**src/rtl/capacitive_slider_position_unit_macros.svh**
```systemverilog
// Assertion macros used by the slider position top level
`ifndef CAPACITIVE_SLIDER_POSITION_UNIT_MACROS_SVH
`define CAPACITIVE_SLIDER_POSITION_UNIT_MACROS_SVH

// Same-cycle implication, sampled on clk, off during rst
`define CSP_ASSERT_IMP(lbl, ant, cons) \
  lbl: assert property (@(posedge clk) disable iff (rst) (ant) |-> (cons)) \
    else $error("slider position check failed");

// Next-cycle implication, sampled on clk, off during rst
`define CSP_ASSERT_NXT(lbl, ant, cons) \
  lbl: assert property (@(posedge clk) disable iff (rst) (ant) |=> (cons)) \
    else $error("slider position check failed");

`endif

```
**src/rtl/csp_pkg.sv**
```systemverilog
// Shared constants, types and state encodings of the slider position unit
`timescale 1ns / 1ps
package csp_pkg;

  localparam int NUM_PADS   = 4;
  localparam int COUNT_BITS = 16;
  localparam int LEVEL_W    = 9;
  localparam int THR_W      = 9;
  localparam int POS_W      = 7;
  localparam int NUM_W      = COUNT_BITS + 8;
  localparam int DEN_W      = (COUNT_BITS > LEVEL_W) ? COUNT_BITS : LEVEL_W;
  localparam int DCNT_W     = $clog2(NUM_W + 1);
  localparam int SEL_W      = $clog2(NUM_PADS);
  localparam int IN_TDATA_W = NUM_PADS * COUNT_BITS;
  localparam int OUT_TDATA_W = ((POS_W + 7) / 8) * 8;

  localparam logic [LEVEL_W-1:0] FULL_LEVEL = LEVEL_W'(256);
  localparam logic [LEVEL_W-1:0] EDGE_LEVEL = LEVEL_W'(255);
  localparam logic [THR_W-1:0]   THR_RESET  = THR_W'(236);

  typedef logic [LEVEL_W-1:0] lvl_t;

  typedef struct packed {
    logic             touched;
    logic [POS_W-1:0] position;
  } res_t;

  typedef enum logic [1:0] {
    TOP_IDLE,
    TOP_BUSY,
    TOP_HOLD
  } top_state_t;

  typedef enum logic [1:0] {
    MG_IDLE,
    MG_KICK,
    MG_WAIT
  } mg_state_t;

endpackage

```
**src/rtl/capacitive_slider_position_unit.sv**
```systemverilog
// Top level of the capacitive slider position unit
`timescale 1ns / 1ps
// Takes one scan of four 16-bit pad counts per request and returns one result:
// touched in m_tuser and a signed 7-bit position in sixteenths of a pad in
// m_tdata (0 when nothing is touched). Each pad has its own lane that tracks
// the running peak (reset to 1) and normalizes the count with a serial
// divider; a merge stage picks the touched pad and interpolates with two more
// serial dividers; the divide passes run one bit per cycle, and a scan with no
// touch skips the interpolation pass. The block is ready for the next request
// once the result enters the output register. One scan is processed at a time;
// a finished result waits in the output register while the next scan is taken.
// touch_threshold is written through cfg_we/cfg_wdata; it is to be written only
// while idle, which the block itself does not enforce; values above 256 act as
// 256.
module capacitive_slider_position_unit
  import csp_pkg::*;
(
  input  logic                   clk,
  input  logic                   rst,
  input  logic                   cfg_we,
  input  logic [THR_W-1:0]       cfg_wdata,   // touch_threshold
  input  logic                   s_tvalid,
  output logic                   s_tready,
  input  logic [IN_TDATA_W-1:0]  s_tdata,     // pad0_count, pad1_count, pad2_count, pad3_count
  output logic                   m_tvalid,
  input  logic                   m_tready,
  output logic [OUT_TDATA_W-1:0] m_tdata,     // position, zero pad
  output logic                   m_tuser      // touched
);

  `include "capacitive_slider_position_unit_macros.svh"

  top_state_t state, state_next;

  logic [THR_W-1:0]    thr;
  logic                s_fire;
  logic [NUM_PADS-1:0] lane_done;
  lvl_t                level [NUM_PADS];
  logic                mg_done;
  res_t                mg_res;
  logic                out_free;
  logic                load;

  always_ff @(posedge clk) begin
    if (rst) begin
      thr <= THR_RESET;
    end else if (cfg_we) begin
      thr <= cfg_wdata;
    end
  end

  assign s_fire   = s_tvalid && s_tready;
  assign out_free = !m_tvalid || m_tready;

  for (genvar i = 0; i < NUM_PADS; i++) begin : g_lane
    csp_lane u_lane (
      .clk   (clk),
      .rst   (rst),
      .start (s_fire),
      .count (s_tdata[i*COUNT_BITS +: COUNT_BITS]),
      .done  (lane_done[i]),
      .level (level[i])
    );
  end

  csp_merge u_merge (
    .clk   (clk),
    .rst   (rst),
    .start (&lane_done),
    .level (level),
    .thr   (thr),
    .done  (mg_done),
    .res   (mg_res)
  );

  always_ff @(posedge clk) begin
    if (rst) begin
      state <= TOP_IDLE;
    end else begin
      state <= state_next;
    end
  end

  always_comb begin
    state_next = state;
    s_tready   = 1'b0;
    load       = 1'b0;
    case (state)
      TOP_IDLE: begin
        s_tready = 1'b1;
        if (s_tvalid) state_next = TOP_BUSY;
      end
      TOP_BUSY: begin
        if (mg_done) begin
          if (out_free) begin
            load       = 1'b1;
            state_next = TOP_IDLE;
          end else begin
            state_next = TOP_HOLD;
          end
        end
      end
      TOP_HOLD: begin
        // merge result stays put until the output register drains
        if (out_free) begin
          load       = 1'b1;
          state_next = TOP_IDLE;
        end
      end
      default: state_next = TOP_IDLE;
    endcase
  end

  always_ff @(posedge clk) begin
    if (rst) begin
      m_tvalid <= 1'b0;
    end else if (load) begin
      m_tvalid <= 1'b1;
    end else if (m_tready) begin
      m_tvalid <= 1'b0;
    end
  end

  always_ff @(posedge clk) begin
    if (load) begin
      m_tuser <= mg_res.touched;
      m_tdata <= OUT_TDATA_W'(mg_res.position);
    end
  end

  `CSP_ASSERT_NXT(a_accept_busy, s_fire, state == TOP_BUSY)
  `CSP_ASSERT_IMP(a_merge_in_busy, mg_done, state == TOP_BUSY)
  `CSP_ASSERT_IMP(a_no_touch_zero, m_tvalid && !m_tuser, m_tdata == '0)

endmodule

```
**src/rtl/csp_div.sv**
```systemverilog
// Restoring serial divider, one quotient bit per cycle
`timescale 1ns / 1ps
module csp_div
  import csp_pkg::*;
(
  input  logic             clk,
  input  logic             rst,
  input  logic             start,
  input  logic [NUM_W-1:0] num,
  input  logic [DEN_W-1:0] den,
  output logic             done,
  output logic [NUM_W-1:0] quo
);

  logic [DCNT_W-1:0] cnt;
  logic [DEN_W-1:0]  rem;
  logic [DEN_W-1:0]  rem_next;
  logic [NUM_W-1:0]  qr;
  logic [DEN_W:0]    rem_sh;
  logic [DEN_W:0]    diff;
  logic              qbit;

  always_comb begin
    rem_sh   = {rem, qr[NUM_W-1]};
    diff     = rem_sh - {1'b0, den};
    qbit     = (rem_sh >= {1'b0, den});
    rem_next = qbit ? diff[DEN_W-1:0] : rem_sh[DEN_W-1:0];
  end

  always_ff @(posedge clk) begin
    if (rst) begin
      cnt  <= '0;
      done <= 1'b0;
    end else begin
      done <= 1'b0;
      if (start) begin
        cnt <= DCNT_W'(NUM_W);
      end else if (cnt != '0) begin
        cnt <= cnt - 1'b1;
        if (cnt == DCNT_W'(1)) begin
          done <= 1'b1;
        end
      end
    end
  end

  // dividend shifts out the top while quotient bits shift in below
  always_ff @(posedge clk) begin
    if (start) begin
      qr  <= num;
      rem <= '0;
    end else if (cnt != '0) begin
      qr  <= {qr[NUM_W-2:0], qbit};
      rem <= rem_next;
    end
  end

  assign quo = qr;

endmodule

```
**src/rtl/csp_lane.sv**
```systemverilog
// One pad lane: running peak and count*256/peak normalization
`timescale 1ns / 1ps
module csp_lane
  import csp_pkg::*;
(
  input  logic                  clk,
  input  logic                  rst,
  input  logic                  start,
  input  logic [COUNT_BITS-1:0] count,
  output logic                  done,
  output lvl_t                  level
);

  logic [COUNT_BITS-1:0] peak;
  logic [COUNT_BITS-1:0] peak_next;
  logic [NUM_W-1:0]      quo;

  assign peak_next = (count > peak) ? count : peak;

  always_ff @(posedge clk) begin
    if (rst) begin
      peak <= COUNT_BITS'(1);
    end else if (start) begin
      peak <= peak_next;
    end
  end

  // divisor is read only after start, once peak already holds this scan's maximum
  csp_div u_div (
    .clk   (clk),
    .rst   (rst),
    .start (start),
    .num   ({count, 8'h00}),
    .den   (DEN_W'(peak)),
    .done  (done),
    .quo   (quo)
  );

  // count never exceeds peak, so the quotient stays within 0..256
  assign level = quo[LEVEL_W-1:0];

endmodule

```
**src/rtl/csp_merge.sv**
```systemverilog
// Merge stage: pick the touched pad and interpolate with its neighbors
`timescale 1ns / 1ps
module csp_merge
  import csp_pkg::*;
(
  input  logic             clk,
  input  logic             rst,
  input  logic             start,
  input  lvl_t             level [NUM_PADS],
  input  logic [THR_W-1:0] thr,
  output logic             done,
  output res_t             res
);

  mg_state_t state, state_next;

  lvl_t             lv_ext [NUM_PADS+2];
  lvl_t             thr_c;
  lvl_t             best;
  logic             found;
  logic [SEL_W-1:0] sel;
  lvl_t             sel_left;
  lvl_t             sel_mid;
  lvl_t             sel_right;

  logic             hit;
  logic [SEL_W-1:0] sel_r;
  lvl_t             lvl_left;
  lvl_t             lvl_mid;
  lvl_t             lvl_right;

  logic             kick;
  logic             finish;
  logic             done_l;
  logic             done_r;
  logic [NUM_W-1:0] quo_l;
  logic [NUM_W-1:0] quo_r;
  logic [DEN_W-1:0] den;
  logic [POS_W-1:0] pos_calc;

  // least level strictly below the clipped threshold, first pad on ties
  always_comb begin
    lv_ext[0]          = EDGE_LEVEL;
    lv_ext[NUM_PADS+1] = EDGE_LEVEL;
    for (int i = 0; i < NUM_PADS; i++) begin
      lv_ext[i+1] = level[i];
    end
    thr_c     = (thr > THR_W'(FULL_LEVEL)) ? FULL_LEVEL : LEVEL_W'(thr);
    best      = thr_c;
    found     = 1'b0;
    sel       = '0;
    sel_left  = lv_ext[0];
    sel_mid   = lv_ext[1];
    sel_right = lv_ext[2];
    for (int i = 0; i < NUM_PADS; i++) begin
      if (lv_ext[i+1] < best) begin
        best      = lv_ext[i+1];
        found     = 1'b1;
        sel       = SEL_W'(i);
        sel_left  = lv_ext[i];
        sel_mid   = lv_ext[i+1];
        sel_right = lv_ext[i+2];
      end
    end
  end

  always_ff @(posedge clk) begin
    if (rst) begin
      state <= MG_IDLE;
      done  <= 1'b0;
    end else begin
      state <= state_next;
      done  <= finish;
    end
  end

  always_comb begin
    state_next = state;
    kick       = 1'b0;
    finish     = 1'b0;
    case (state)
      MG_IDLE: begin
        if (start) state_next = MG_KICK;
      end
      MG_KICK: begin
        if (hit) begin
          kick       = 1'b1;
          state_next = MG_WAIT;
        end else begin
          finish     = 1'b1;
          state_next = MG_IDLE;
        end
      end
      MG_WAIT: begin
        if (done_l) begin
          finish     = 1'b1;
          state_next = MG_IDLE;
        end
      end
      default: state_next = MG_IDLE;
    endcase
  end

  always_ff @(posedge clk) begin
    if (start && state == MG_IDLE) begin
      hit       <= found;
      sel_r     <= sel;
      lvl_left  <= sel_left;
      lvl_mid   <= sel_mid;
      lvl_right <= sel_right;
    end
  end

  assign den = DEN_W'(lvl_t'(FULL_LEVEL - lvl_mid));

  csp_div u_div_l (
    .clk   (clk),
    .rst   (rst),
    .start (kick),
    .num   (NUM_W'({lvl_t'(FULL_LEVEL - lvl_left), 3'b000})),
    .den   (den),
    .done  (done_l),
    .quo   (quo_l)
  );

  csp_div u_div_r (
    .clk   (clk),
    .rst   (rst),
    .start (kick),
    .num   (NUM_W'({lvl_t'(FULL_LEVEL - lvl_right), 3'b000})),
    .den   (den),
    .done  (done_r),
    .quo   (quo_r)
  );

  // both dividers run in lockstep; wrap the sum to the output width
  assign pos_calc = POS_W'({sel_r, 4'h0}) - quo_l[POS_W-1:0] + quo_r[POS_W-1:0];

  always_ff @(posedge clk) begin
    if (finish) begin
      res.touched  <= hit;
      res.position <= (hit && (done_r || !done_r)) ? pos_calc : '0;
    end
  end

endmodule

```
**config.mk**
```make
export PLATFORM = sky130hd
export DESIGN_NAME = capacitive_slider_position_unit
export DESIGN_NICKNAME = d
export VERILOG_FILES = /design/src/rtl/csp_pkg.sv /design/src/rtl/capacitive_slider_position_unit.sv /design/src/rtl/csp_div.sv /design/src/rtl/csp_lane.sv /design/src/rtl/csp_merge.sv
export VERILOG_INCLUDE_DIRS = /design/src /design/src/rtl
export SDC_FILE = /design/constraint.sdc
export NUM_CORES = 1
export LEC_CHECK = 0
export BUFFER_PORTS_ARGS = -buffer_cell sky130_fd_sc_hd__buf_2
export CAP_MARGIN = 25
export CORE_MARGIN = 2
export CORE_UTILIZATION = 25
export CTS_CLUSTER_SIZE = 28
export DETAILED_ROUTE_END_ITERATION = 8
export GPL_TIMING_DRIVEN = 0
export SYNTH_ARGS = -nofsm -noshare
export SYNTH_HDL_FRONTEND = slang
export SYNTH_SLANG_ARGS = --single-unit
```
**constraint.sdc**
```tcl
create_clock -name clk -period 22.2 [get_ports clk]
set_input_delay 1.11 -clock clk [delete_from_list [all_inputs] [get_ports clk]]
set_output_delay 1.11 -clock clk [all_outputs]
set_load 0.02 [all_outputs]
```
### Yosys cells after proc, flatten, opt, wreduce, memory -nomap -nowiden

Index checks and enable logic that the tools add are counted.

| operators by class | value |
|---|---|
| $add $sub $neg | 17 |
| $mul | 0 |
| div/mod/pow operators | 0 |
| magnitude comparators | 15 |
| eq/ne operators | 14 |
| shifts and indexed selects | 0 |
| multiplexer cells | 70 |
| bitwise gates (word level) | 5 |
| reduce and logical (&&, ||, !) cells | 35 |

Operator list:

| cell | number |
|---|---|
| two-way mux 24 bit | 8 |
| two-way mux 9 bit | 12 |
| two-way mux 16 bit | 6 |
| greater-or-equal comparator 17 x 16 -> 1 bit | 4 |
| greater-than comparator 16 bit | 4 |
| subtractor 16 bit | 4 |
| two-way mux 5 bit | 12 |
| two-way mux 12 bit | 4 |
| less-than comparator 9 bit | 4 |
| greater-or-equal comparator 17 x 9 -> 1 bit | 2 |
| subtractor 16 x 9 -> 16 bit | 2 |
| nonzero test 5 bit | 6 |
| subtractor 5 x 1 -> 5 bit (second input constant) | 6 |
| subtractor 9 bit (first input constant) | 3 |
| == test 5 x 1 -> 1 bit (second input constant) | 5 |
| OR reduction 3 bit | 6 |
| two-way mux 1 bit | 17 |
| two-way mux 2 bit | 7 |
| nonzero test 2 bit | 7 |
| one-hot mux 2 bit (3 select lines) | 2 |
| AND reduction 2 bit | 5 |
| greater-than comparator 9 bit (second input constant) | 1 |
| adder 7 bit | 1 |
| subtractor 6 x 7 -> 7 bit | 1 |
| other kinds (13) | 27 |

| storage, ports and cells | value |
|---|---|
| flip-flop bits (word level) | 400 |
| latch bits | 0 |
| RAM bits | 0 |
| ROM bits | 0 |
| input port bits | 78 |
| output and inout bits | 11 |
| word-level logic and storage cells | 210 |
| memories kept | 0 |

### Depth between registers and ports, before layout

Gate-level depths: netlist of the first run.

| depth | value |
|---|---|
| depth in word-level cells | 10 |
| mapped depth | 35 |

### Modules after synthesis

Synthesis of the first run repeated with hierarchy kept, for this count alone.

| second synthesis, totals | value |
|---|---|
| cell total of the unflattened synthesis | 2860 |
| area total of the unflattened synthesis | 27617.7 um2 |

By module, submodules not included:

| module | times used | cells an instance | area an instance (um2) | seq. area each (um2) |
|---|---|---|---|---|
| csp_div at g_lane[1].u_lane.u_div ... | 3 | 330 | 3178.0 | 1161.1 |
| csp_div at g_lane[0].u_lane.u_div ... | 2 | 327 | 3160.5 | 1161.1 |
| csp_merge | 1 | 427 | 4018.9 | 1201.2 |
| csp_lane | 4 | 98 | 965.9 | 320.3 |
| csp_div at g_lane[3].u_lane.u_div | 1 | 331 | 3070.4 | 1161.1 |
| capacitive_slider_position_unit | 1 | 66 | 809.5 | 480.5 |

### Worst setup path after synthesis of the first run

Ideal clock, no wire load.

| timing path | value |
|---|---|
| path kind | register to register |
| from | register thr[8] |
| to | register u_merge.lvl_left[7], data pin |
| arrival time | 7426 ps |
| path slack | 14514 ps |
| stages on the path, launching flop included | 35 |
| buffers on the path | 6 |
| clock period less this slack | 7686 ps |
| cells stage by stage | dfxtp_1 clkinv_1 nand2_1 ha_1 a211o_1 a21oi_2 a21oi_1 a211oi_2 mux2_2 ha_1 a211oi_1 o21bai_1 a211o_1 o21bai_1 buf_2 buf_4 buf_2 a21oi_1 ha_1 a211oi_1 o21ai_0 a221o_1 nor2_1 a21o_1 buf_2 clkbuf_1 o21a_1 ha_1 a2111oi_0 o21ai_0 a31o_2 a21oi_1 o31a_1 buf_4 mux2_2 |

| on the way | value |
|---|---|
| longest elaborated chain between the ends | 10 |

Ends and longest elaborated chain:

| item | RTL line | text |
|---|---|---|
| start: declaration | capacitive_slider_position_unit.sv:35 | `logic [THR_W-1:0] thr;` |
| start signal: assignment | capacitive_slider_position_unit.sv:48 | `thr <= cfg_wdata;` |
| greater-than comparator 9 bit | csp_merge.sv:48 | `thr_c = (thr > THR_W'(FULL_LEVEL)) ? FULL_LEVEL : LEVEL_W'(thr);` |
| two-way mux 9 bit (*) | csp_merge.sv:48 |  |
| less-than comparator 9 bit | csp_merge.sv:56 | `if (lv_ext[i+1] < best) begin` |
| two-way mux 9 bit (*) | csp_merge.sv:56 |  |
| less-than comparator 9 bit | csp_merge.sv:56 |  |
| two-way mux 9 bit | csp_merge.sv:56 |  |
| less-than comparator 9 bit | csp_merge.sv:56 |  |
| two-way mux 9 bit | csp_merge.sv:56 |  |
| less-than comparator 9 bit | csp_merge.sv:56 |  |
| two-way mux 9 bit (*) | csp_merge.sv:56 |  |
| via u_merge.sel_left[7] | csp_merge.sv:22 | `lvl_t sel_left;` |
| end signal: assignment | csp_merge.sv:108 | `lvl_left <= sel_left;` |
| end: declaration | csp_merge.sv:28 | `lvl_t lvl_left;` |

Mark *: on every way through the listed nets, which the timed path passes. The rest lies on a longest branch.
A chain may end at the register's enable or synchronous reset.

### Final worst setup path of the first run

| timing path | value |
|---|---|
| from | register thr[8] |
| to | register u_merge.lvl_left[2], data pin |

Same word-level chain as after synthesis.

==> qor.log, run 1 <==
qor: flow_run.maxCapViolCount 0
qor: worst_setup_path.timing.critical_path.required 22.52 ns
qor: worst_setup_path.critical_path.n_buffers_inverters 7
qor: synth.synth_common_cells sky130_fd_sc_hd__nand2_1, sky130_fd_sc_hd__dfxtp_1, sky130_fd_sc_hd__a21oi_1, sky130_fd_sc_hd__nor2_1, sky130_fd_sc_hd__ha_1
qor: clock_network.postCtsResizedCells 0
qor: timing.maxSlewHeadroom 32.3%
qor: synth.syn-num-nets 3,022
qor: worst_setup_path.cp-endpoint u_merge.lvl_left[2]
qor: synth.seq_area_frac_synth 38.9%
qor: worst_setup_path.worst-endpoint-arrival 9.32 ns
qor: timing.clock_skew_after_layout 0.0296 ns
qor: route.viasPerCell 4.78
qor: worst_setup_path.cp-startpoint thr[8]
qor: global_routing.grt_pass1_vias 18,900
qor: worst_setup_path.r2r_end u_merge.lvl_left[2]
qor: global_routing.grt_antenna_before_repair 9
qor: worst_setup_path.critical_path.max_fanout 10
qor: die.fp.dieH 313 microns
qor: synth.postSynth.asyncResetShare 0%
qor: synth.netlist_instances 2,725
qor: worst_setup_path.delay_of_the_slowest_cell_on_the_worst_path 0.60 ns
qor: synth.synth_top_cells_by_area sky130_fd_sc_hd__dfxtp_1, sky130_fd_sc_hd__edfxtp_1, sky130_fd_sc_hd__ha_1, sky130_fd_sc_hd__nand2_1, sky130_fd_sc_hd__mux2i_1
qor: finish.areaGrowthSynthToFinish 15.2%
qor: worst_setup_path.path_class register to register
qor: clock_network.cts_hold_buf 0
qor: synth.syn_area_per_cell 8.76 sq um
qor: worst_hold_path.hold_class register to register
qor: clock_network.post-cts-setup-buffers 0
qor: status.outcome completed
qor: timing.rsz0062_at_grt no
qor: die.rows 113
qor: timing.final_hold_viol_count 0
qor: timing.period_minus_slack 9.00 ns
qor: placed_design.post-dp-hpwl 50.9 mm
qor: synth.post_synth_instance_area 23,900 sq um
qor: global_routing.gr-usage-all-layers 13.4%
qor: placed_design.cell_total_after_placement 4,084
qor: worst_setup_path.critical_path.slowest_cell sky130_fd_sc_hd__a211oi_2
qor: worst_setup_path.crit_top_cell sky130_fd_sc_hd__ha_1
qor: route.via_total_after_detailed_routing 19,900
qor: clock_network.cts.sinks 400
qor: die.top_level_ports 89
qor: route.antenna_violating_nets_post_route 0
qor: route.initialDrtViolationCount 1,177
qor: clock_network.number_of_h_tree_branching_levels 2
qor: synth.synth-warning-count 0
qor: pwr.power.ir.vdd_worst 76.4 uV
qor: clock_network.clockRootBuffer sky130_fd_sc_hd__clkbuf_16
qor: worst_setup_path.worst-r2r-setup-slack 13.20 ns
qor: finish.post_layout_nonfiller_instances 4,174
qor: worst_setup_path.ff2ff_path_depth 34
qor: timing.final.setup.tns 0 ns
qor: route.postRouteWirelength 67.0 mm
qor: route.post-route-drc-count 0
qor: timing.number_of_pins_with_negative_max_slew_slack_in_the_final_report 0
qor: worst_setup_path.worst_r2r_startpoint thr[8]
qor: clock_network.clock_latency 0.60 ns
qor: synth.ys_ff_latch 400
qor: die.initial_core_util 25.2%
qor: route.wl_per_cell 16.0 microns
qor: pwr.power_density 150 nW/um^2
qor: worst_setup_path.worstSetupPathDepth 34
qor: die.core-area 94,900 sq um
qor: clock_network.cts.path.max_buffers 3
qor: synth.synthDistinctLibCells 78
qor: route.tritonroute_pass_1_iters 5
qor: worst_setup_path.critPathTopFamily compound AO/OA/AOI/OAI gates
qor: finish.layout.nets 3,165
qor: synth.share_of_the_synthesized_area_in_the_top_cell_type 22.8%
qor: timing.maxClockFrequency 0.111 GHz
qor: clock_network.cts.reportedPaths.clkPinSlew 0.06 ns
qor: clock_network.numCtsBuffers 47
qor: placed_design.port_buffers 87
qor: die.die_x 313 microns
qor: synth.netlist.top_cell.by_area sky130_fd_sc_hd__dfxtp_1
qor: finish.layout-drive-gt1-share 8.91%
qor: clock_network.clock_tree_from_tritoncts yes
qor: worst_hold_path.hold_start u_merge.res[6]
qor: timing.timing.final.crit_share 40.6%
qor: synth.synth_most_common_cell sky130_fd_sc_hd__nand2_1
qor: die.die_area 98,000 sq um
qor: timing.setup_violators_final 0
qor: timing.worst-slew-pin-transition 1.00 ns
qor: pwr.total_leakage_power 11.1 nW
qor: global_routing.wire_length_of_the_first_global_routing_pass 105 mm
qor: synth.synth-edff-count 128
qor: placed_design.place_congestion 0.912
qor: global_routing.globalRouteOverflowTotal 0
qor: worst_setup_path.crit_path_start_kind register
qor: worst_setup_path.crit_path_end_kind register
qor: synth.ys.flop_type sky130_fd_sc_hd__dfxtp_1
qor: global_routing.grt_start_max_net_pins 23
flip-flops by register name, indices dropped and copies added, names as in the netlist, 7 cells and up:
name,count
u_merge.u_div_r.quo,24
g_lane.u_lane.u_div.cnt,20
u_merge.u_div_l.quo,24
u_merge.u_div_l.rem,16
u_merge.res,8
m_tdata,7
g_lane.u_lane.u_div.rem,64
g_lane.u_lane.u_div.quo,96
u_merge.lvl_left,9
g_lane.u_lane.peak,64
u_merge.lvl_mid,9
thr,9
u_merge.lvl_right,9
u_merge.u_div_r.rem,16
power breakdown:
group	internal [mW]	switching, mW
logic	0.901	1.25
clock network	0.432	0.336
registers	1.04	0.159
total	2.37	1.75
cells in the final DEF (no fill, tap or decap), drive strengths merged, types with 8 or more instances in the layout:
master | Yosys | layout
nor3 | 73 | 73
mux2i | 126 | 126
nand4 | 36 | 36
nor2 | 227 | 227
xor2 | 42 | 42
xnor2 | 57 | 57
clkinv | 1 | 12
mux2 | 34 | 34
and2 | 11 | 11
o211ai | 11 | 11
nand2b | 24 | 24
nor2b | 32 | 32
buf | 37 | 131
or4 | 12 | 12
nor4 | 17 | 17
o21ai | 203 | 203
inv | 143 | 152
o31a | 9 | 9
or3 | 22 | 22
o21a | 28 | 28
ha | 210 | 210
dfxtp | 272 | 272
a211oi | 46 | 46
nand3b | 11 | 11
a31oi | 16 | 16
nand2 | 361 | 361
edfxtp | 128 | 128
a211o | 17 | 17
or2 | 8 | 8
nand3 | 62 | 62
fa | 9 | 9
a21oi | 231 | 231
a21o | 35 | 35
clkbuf | 89 | 154
how the worst min path moves through the flow:
stage                       endpoint  slack (ns)  cells past startpoint
after floorplan           m_tdata[0]        0.40                      0
after global placement       m_tuser        0.40                      0
after detailed placement  m_tdata[6]        0.41                      0
after CTS                 m_tdata[6]        0.43                      0
after global routing      m_tdata[2]        0.43                      0
final                     m_tdata[6]        0.42                      0
metrics by stage:
stage | area [sq um] | utilization (%) | total power, mW | setup WS (ns) | hold slack (ns)
2_1_floorplan | 23900 | - | 2.83 | 14.51 | 0.400
3_3_place_gp | 25900 | 27.3 | 3.30 | 13.34 | 0.403
3_5_place_dp | 26000 | 27.4 | 3.33 | 13.34 | 0.405
4_1_cts | 27500 | 29.0 | 4.13 | 13.26 | 0.426
5_1_grt | 27500 | 29.0 | 4.46 | 12.51 | 0.430
6_report | 27500 | 29.0 | 4.12 | 13.20 | 0.424
cell type report:
type,count,area [sq um]
well taps,1265,1580
fillers,10100,67400
clock inverters,23,171
diodes,2,5.00
flip-flops and latches,400,9290
plain buffers,126,519
inverters,144,541
repair buffers,94,512
clock buffers,65,1350
multi-input cells,2055,13500
logic make-up after synthesis:
family	synth area share [%]
other cells	0.0157
buf+inv	4.44
flops	38.9
mux	6.89
xor+xnor	3.63
compound gates	16.8
fa+ha+maj	11.8
simple gates	17.5
per-layer routing:
metal	vias up	part of all wire [%]	global-route usage [%]
li1	10000	-	-
met1	9342	48	18.8
met2	447	44	21.2
met3	112	5.4	2.16
met4	6	2.6	3.84
met5	-	0.039	0
Power figures use the tool's default switching activity.
==> run 2, diff against run 1 <==
- clock period: 22.2 -> 8.9 ns (I/O delays scaled with it)
==> run 2 against run 1 <==
Sequential power increased by 150%. Setup slack worse by 13 ns. Critical path depth rose by 1. Flip-flop and latch count did not move. Largest cell class unchanged. Utilization is essentially flat. Sequential share of layout area about the same.
==> qor.log, run 2 (same netlist as run 1, synthesis figures left out) <==
qor: status.outcome completed
qor: clock_network.number_of_h_tree_branching_levels 2
qor: route.post-route-drc-count 0
qor: global_routing.globalRouteOverflowTotal 0
qor: die.core-area 94,900 sq um
qor: worst_setup_path.worst_r2r_startpoint thr[8]
qor: route.tritonroute_pass_1_iters 5
qor: finish.highest_count_cells_in_the_layout_ignoring_fill_and_taps sky130_fd_sc_hd__nand2_1, sky130_fd_sc_hd__dfxtp_1, sky130_fd_sc_hd__a21oi_1
qor: global_routing.grt_pass1_vias 18,900
qor: worst_setup_path.critical_path.slowest_cell sky130_fd_sc_hd__mux2_2
qor: die.rows 113
qor: timing.timing.final.crit_share 94.5%
qor: timing.setup_violators_final 0
qor: pwr.comb_power_share 52.4%
qor: timing.final_hold_viol_count 0
qor: timing.worst-slew-pin-transition 0.995 ns
qor: finish.layout.nets 3,166
qor: finish.final_core_util 29.0%
qor: pwr.net-switching-power 4.37 mW
qor: pwr.power.ir.vdd_worst 237 uV
qor: route.dr_wl_met3 3.20 mm
qor: timing.number_of_pins_with_negative_max_slew_slack_in_the_final_report 0
qor: die.die_area 98,000 sq um
qor: worst_setup_path.worst-endpoint-arrival 8.73 ns
qor: finish.largest_register_ff_count 96
qor: worst_setup_path.crit_path_start_kind register
qor: pwr.clkPwrFrac 18.6%
qor: worst_setup_path.crit_top_cell sky130_fd_sc_hd__ha_1
qor: pwr.power_density 374 nW/um^2
qor: clock_network.cts.sinks 400
qor: route.initialDrtViolationCount 1,236
qor: timing.worst_slack 0.492 ns
qor: die.top_level_ports 89
qor: route.antenna_violating_nets_post_route 0
qor: die.initial_core_util 25.2%
qor: global_routing.wire_length_of_the_first_global_routing_pass 105 mm
qor: route.via_total_after_detailed_routing 19,900
qor: global_routing.gr-usage-all-layers 13.4%
qor: clock_network.clock_latency 0.60 ns
qor: route.wl_met1 32.4 mm
qor: flow_run.maxCapViolCount 0
qor: route.postRouteWirelength 67.1 mm
qor: pwr.power.switching_fraction 42.4%
qor: finish.multi_input_area 13,500 sq um
qor: clock_network.numCtsBuffers 47
qor: worst_setup_path.critical_path.max_fanout 19
qor: global_routing.grt_antenna_before_repair 9
qor: clock_network.cts.path.max_buffers 3
qor: global_routing.grt_start_max_net_pins 23
qor: finish.n_fill_cell 10,100
qor: worst_hold_path.hold_class primary input to register
qor: placed_design.place_congestion 0.912
qor: timing.maxClockFrequency 0.119 GHz
qor: timing.clock_skew_after_layout 0.0273 ns
qor: worst_hold_path.hold_start s_tdata[50]
qor: worst_setup_path.path_class register to register
qor: clock_network.clockRootBuffer sky130_fd_sc_hd__clkbuf_16
qor: route.maxUsedRoutingLayer met5
qor: timing.period_minus_slack 8.41 ns
qor: clock_network.cts.reportedPaths.clkPinSlew 0.07 ns
qor: worst_setup_path.crit_path_end_kind register
qor: die.die_x 313 microns
qor: placed_design.post-place-ws 0.0421 ns
qor: finish.layout.area.seq 9290 sq um
qor: pwr.share_seq_of_total_power 29.0%
qor: route.viasPerCell 4.77
qor: pwr.total_leakage_power 11.1 nW
qor: timing.maxSlewHeadroom 32.8%
qor: clock_network.clock_tree_from_tritoncts yes
qor: finish.layout_commonest_cell sky130_fd_sc_hd__nand2_1
qor: finish.layout-drive-gt1-share 9.04%
qor: finish.areaGrowthSynthToFinish 15.3%
qor: worst_setup_path.delay_of_the_slowest_cell_on_the_worst_path 0.40 ns
qor: pwr.cell_internal_pwr 5.93 mW
qor: route.wl_per_cell 16.1 microns
qor: placed_design.post-dp-hpwl 50.9 mm
qor: worst_setup_path.timing.critical_path.required 9.22 ns
qor: worst_setup_path.cp-startpoint thr[8]
qor: route.dr_wl_met2 29.7 mm
qor: placed_design.port_buffers 87
qor: die.fp.dieH 313 microns
-- run 2: through the flow --
| stage | TNS [ns] | instances | area (sq um) | power, mW | hold slack (ns) |
|---|---|---|---|---|---|
| final | 0 | 4176 | 27500 | 10.3 | 0.121 |
| after global routing | -0.0890 | 4174 | 27500 | 11.1 | 0.105 |
| after CTS | 0 | 4172 | 27500 | 10.3 | 0.0892 |
| after detailed placement | 0 | 4084 | 26000 | 8.32 | 0.405 |
| after global placement | 0 | 4077 | 25900 | 8.24 | 0.403 |
| after floorplan | 0 | 2725 | 23900 | 7.07 | 0.400 |
-- run 2: worst paths after layout --
path / endpoint / depth (start not counted) / slack (ns)
worst max-delay path: u_merge.lvl_left[2] / 35 / 0.49
worst min register to register: m_tdata[2] / 0 / 0.42
worst min-delay path: g_lane[3].u_lane.peak[2] / 3 / 0.12
worst max register to register: u_merge.lvl_left[2] / 35 / 0.49
-- run 2: routing by layer --
metal	up-vias	global-route usage, %
met5	-	0
met4	6	3.83
met3	110	2.13
met2	429	21.2
met1	9361	18.9
li1	10000	-
-- run 2: worst max-delay path: cells and delay by family, from the launching register on --
| family | cells | cell delay [ns] |
|---|---|---|
| adder cells (fa/ha/maj) | 4 | 1.14 |
| flip-flops | 1 | 0.35 |
| AND/OR/NAND/NOR | 3 | 0.27 |
| buffers and inverters | 7 | 1.55 |
| multiplexers | 2 | 0.77 |
| AO/OA/AOI/OAI | 19 | 4.09 |
-- run 2: cell type report --
class | count | area share [%]
multi-input cells | 2055 | 49.2
flip-flops and latches | 400 | 33.8
well taps | 1265 | 5.75
clock buffers | 65 | 4.90
inverters | 144 | 1.96
repair buffers | 96 | 1.91
plain buffers | 125 | 1.88
clock inverters | 23 | 0.623
diodes | 3 | 0.0273
-- run 2: repair_timing --
item | in CTS | in global routing
hold buffers | 0 | 0
resized for setup | 1 | 7
endpoints found under the setup margin | 10 | 30
setup buffers | 0 | 2
pin swaps | 0 | 1
-- run 2: power groups by stage --
| stage | logic, mW | clock network, mW | registers, mW |
|---|---|---|---|
| 2_1_floorplan | 4.20 | 0 | 2.87 |
| 3_3_place_gp | 5.24 | 0 | 3.00 |
| 3_5_place_dp | 5.31 | 0 | 3.01 |
| 4_1_cts | 5.35 | 1.96 | 2.98 |
| 5_1_grt | 6.06 | 2.04 | 3.05 |
| 6_report | 5.39 | 1.92 | 2.98 |
==> run 3, diff against run 2 <==
- ABC_AREA: not set -> 1
==> run 3 against run 2 <==
Flip-flop and latch count stayed put. Wire length is 3.6% lower. Worst hold slack worse by 0.062 ns. Clock skew is 0.020 ns higher. Critical path depth is 3 higher. Global-route usage hardly changed. Cell count is 1.2% higher. First-iteration DRC count is 3.2% higher. Area after synthesis is 3.5% lower. Cell area is 3.4% lower. Register-to-register slack better by 0.92 ns. Largest cell class unchanged.
==> qor.log, run 3 <==
qor: worst_hold_path.hold_class primary input to register
qor: timing.final.setup.tns 0 ns
qor: global_routing.grt_start_max_net_pins 25
qor: worst_setup_path.crit_path_start_kind register
qor: clock_network.cts.sinks 400
qor: synth.netlist.top_cell.by_area sky130_fd_sc_hd__dfxtp_1
qor: placed_design.post-dp-hpwl 49.3 mm
qor: clock_network.clock_tree_from_tritoncts yes
qor: worst_setup_path.crit_top_cell sky130_fd_sc_hd__nand2_1
qor: synth.post_synth_instance_area 23,000 sq um
qor: finish.largest_register_ff_count 96
qor: synth.synth_most_common_cell sky130_fd_sc_hd__nand2_1
qor: die.initial_core_util 25.2%
qor: placed_design.place_congestion 0.904
qor: route.postRouteWirelength 64.7 mm
qor: worst_setup_path.timing.critical_path.required 9.34 ns
qor: route.initialDrtViolationCount 1,275
qor: synth.syn-num-nets 3,156
qor: global_routing.globalRouteOverflowTotal 0
qor: global_routing.wire_length_of_the_first_global_routing_pass 103 mm
qor: die.die_x 308 microns
qor: synth.postSynth.asyncResetShare 0%
qor: worst_setup_path.worst-endpoint-arrival 7.92 ns
qor: route.antenna_violating_nets_post_route 0
qor: timing.maxSlewHeadroom 26.9%
qor: clock_network.postCtsResizedCells 0
qor: synth.synth_top_cells_by_area sky130_fd_sc_hd__dfxtp_1, sky130_fd_sc_hd__edfxtp_1, sky130_fd_sc_hd__ha_1, sky130_fd_sc_hd__nand2_1, sky130_fd_sc_hd__o21ai_0
qor: global_routing.grt_antenna_before_repair 5
qor: clock_network.clockRootBuffer sky130_fd_sc_hd__clkbuf_16
qor: route.wl_per_cell 15.3 microns
qor: finish.layout.nets 3,297
qor: placed_design.port_buffers 87
qor: die.die_area 94,600 sq um
qor: route.viasPerCell 4.70
qor: finish.layout-drive-gt1-share 7.40%
qor: synth.netlist_instances 2,859
qor: worst_setup_path.crit_path_end_kind register
qor: synth.synth-warning-count 0
qor: clock_network.cts.path.max_buffers 3
qor: synth.synth_common_cells sky130_fd_sc_hd__nand2_1, sky130_fd_sc_hd__inv_1, sky130_fd_sc_hd__dfxtp_1, sky130_fd_sc_hd__o21ai_0, sky130_fd_sc_hd__a21oi_1
qor: timing.setup_violators_final 0
qor: finish.layout_commonest_cell sky130_fd_sc_hd__nand2_1
qor: clock_network.cts_hold_buf 0
qor: synth.seq_area_frac_synth 40.3%
qor: die.top_level_ports 89
qor: synth.share_of_the_synthesized_area_in_the_top_cell_type 23.6%
qor: worst_setup_path.worst-r2r-setup-slack 1.42 ns
qor: timing.clock_skew_after_layout 0.0474 ns
qor: worst_setup_path.critical_path.n_buffers_inverters 7
qor: clock_network.clock_latency 0.62 ns
qor: finish.highest_count_cells_in_the_layout_ignoring_fill_and_taps sky130_fd_sc_hd__nand2_1, sky130_fd_sc_hd__inv_1, sky130_fd_sc_hd__dfxtp_1
qor: timing.period_minus_slack 7.48 ns
qor: synth.synthDistinctLibCells 58
qor: clock_network.post-cts-setup-buffers 0
qor: timing.number_of_pins_with_negative_max_slew_slack_in_the_final_report 0
qor: timing.worst-slew-pin-transition 1.10 ns
qor: worst_setup_path.delay_of_the_slowest_cell_on_the_worst_path 0.40 ns
qor: route.tritonroute_pass_1_iters 6
qor: clock_network.number_of_h_tree_branching_levels 2
qor: worst_setup_path.critPathTopFamily compound AO/OA/AOI/OAI gates
qor: finish.final_core_util 29.1%
qor: timing.timing.final.crit_share 84.1%
qor: die.fp.dieH 308 microns
qor: clock_network.numCtsBuffers 47
qor: die.core-area 91,500 sq um
qor: clock_network.cts.reportedPaths.clkPinSlew 0.06 ns
qor: timing.rsz0062_at_grt no
qor: synth.ys_ff_latch 400
qor: global_routing.grt_pass1_vias 19,000
qor: status.outcome completed
qor: synth.synth-edff-count 128
qor: worst_setup_path.path_class register to register
qor: timing.final_hold_viol_count 0
qor: finish.areaGrowthSynthToFinish 15.5%
qor: route.post-route-drc-count 0
qor: global_routing.gr-usage-all-layers 13.5%
qor: timing.maxClockFrequency 0.134 GHz
qor: worst_setup_path.critical_path.max_fanout 10
qor: flow_run.maxCapViolCount 0
qor: die.rows 111
qor: finish.antennaDiodeCount 0
qor: synth.ys.flop_type sky130_fd_sc_hd__dfxtp_1
qor: worst_setup_path.critical_path.slowest_cell sky130_fd_sc_hd__clkbuf_1
qor: timing.holdWs 0.0593 ns
qor: route.via_total_after_detailed_routing 19,800
qor: synth.syn_area_per_cell 8.06 sq um
-- run 3: changes by cell type after synthesis, moves of 39 or more --
cell / delta
sky130_fd_sc_hd__inv_1: +186
sky130_fd_sc_hd__o21ai_0: +60
sky130_fd_sc_hd__nand3_1: +83
sky130_fd_sc_hd__mux2i_1: -126
sky130_fd_sc_hd__o211ai_1: +39
sky130_fd_sc_hd__nand2_1: +153
sky130_fd_sc_hd__nor2_1: -45
sky130_fd_sc_hd__a22o_1: +40
-- run 3: worst paths after layout --
path | startpoint | endpoint | cells past startpoint
setup / recovery | thr[5] | u_merge.lvl_left[6] | 38
hold / removal | cfg_wdata[2] | thr[2] | 3
setup reg to reg | thr[5] | u_merge.lvl_left[6] | 38
hold reg to reg | u_merge.res[4] | m_tdata[4] | 0
-- run 3: logic make-up (layout without fill, tap and decap cells) --
kind of cell	count (synthesis)	count (layout)	share of synthesized area (%)
and+or+nand+nor	962	962	17.8
AOI/OAI and AO/OA	737	737	18.7
buffers and inverters	452	632	7.57
DFF	400	400	40.3
adders and majority gates	219	219	12.2
xor gates and xnor gates	88	88	3.35
other	1	1	0.0163
-- run 3: final cells by class --
cell class / count / area (sq um)
clock inverters: 16 / 170
well taps: 1186 / 1480
flip-flops and latches: 400 / 9290
repair buffers: 92 / 515
plain buffers: 112 / 467
inverters: 340 / 1280
multi-input cells: 2007 / 12000
fillers: 9803 / 64900
clock buffers: 72 / 1390
-- run 3: metal layers --
metal | vias to the layer above | global-route usage [%] | share of wire [%]
met2 | 492 | 22.0 | 45
met5 | - | 0 | 0
met4 | 0 | 4.70 | 3.2
met1 | 9154 | 18.1 | 47
li1 | 10100 | - | -
met3 | 108 | 1.90 | 5.2
-- run 3: tightest hold or removal path: cells and delay by family --
kind	cells	cell delay (ns)
and+or+nand+nor	2	0.12
buffers and inverters	1	0.07
-- run 3: through the flow --
stage / cell area, sq um / instances / setup slack [ns]
floorplan: 23000 / 2859 / 2.85
global placement: 25000 / 4132 / 1.69
detailed placement: 25000 / 4136 / 1.60
CTS: 26600 / 4224 / 1.55
global route: 26600 / 4225 / 0.814
finish: 26600 / 4225 / 1.42
Power of run 3 is not shown: default switching activity piles up to over one toggle a cycle in this logic, so the estimate is an artifact.
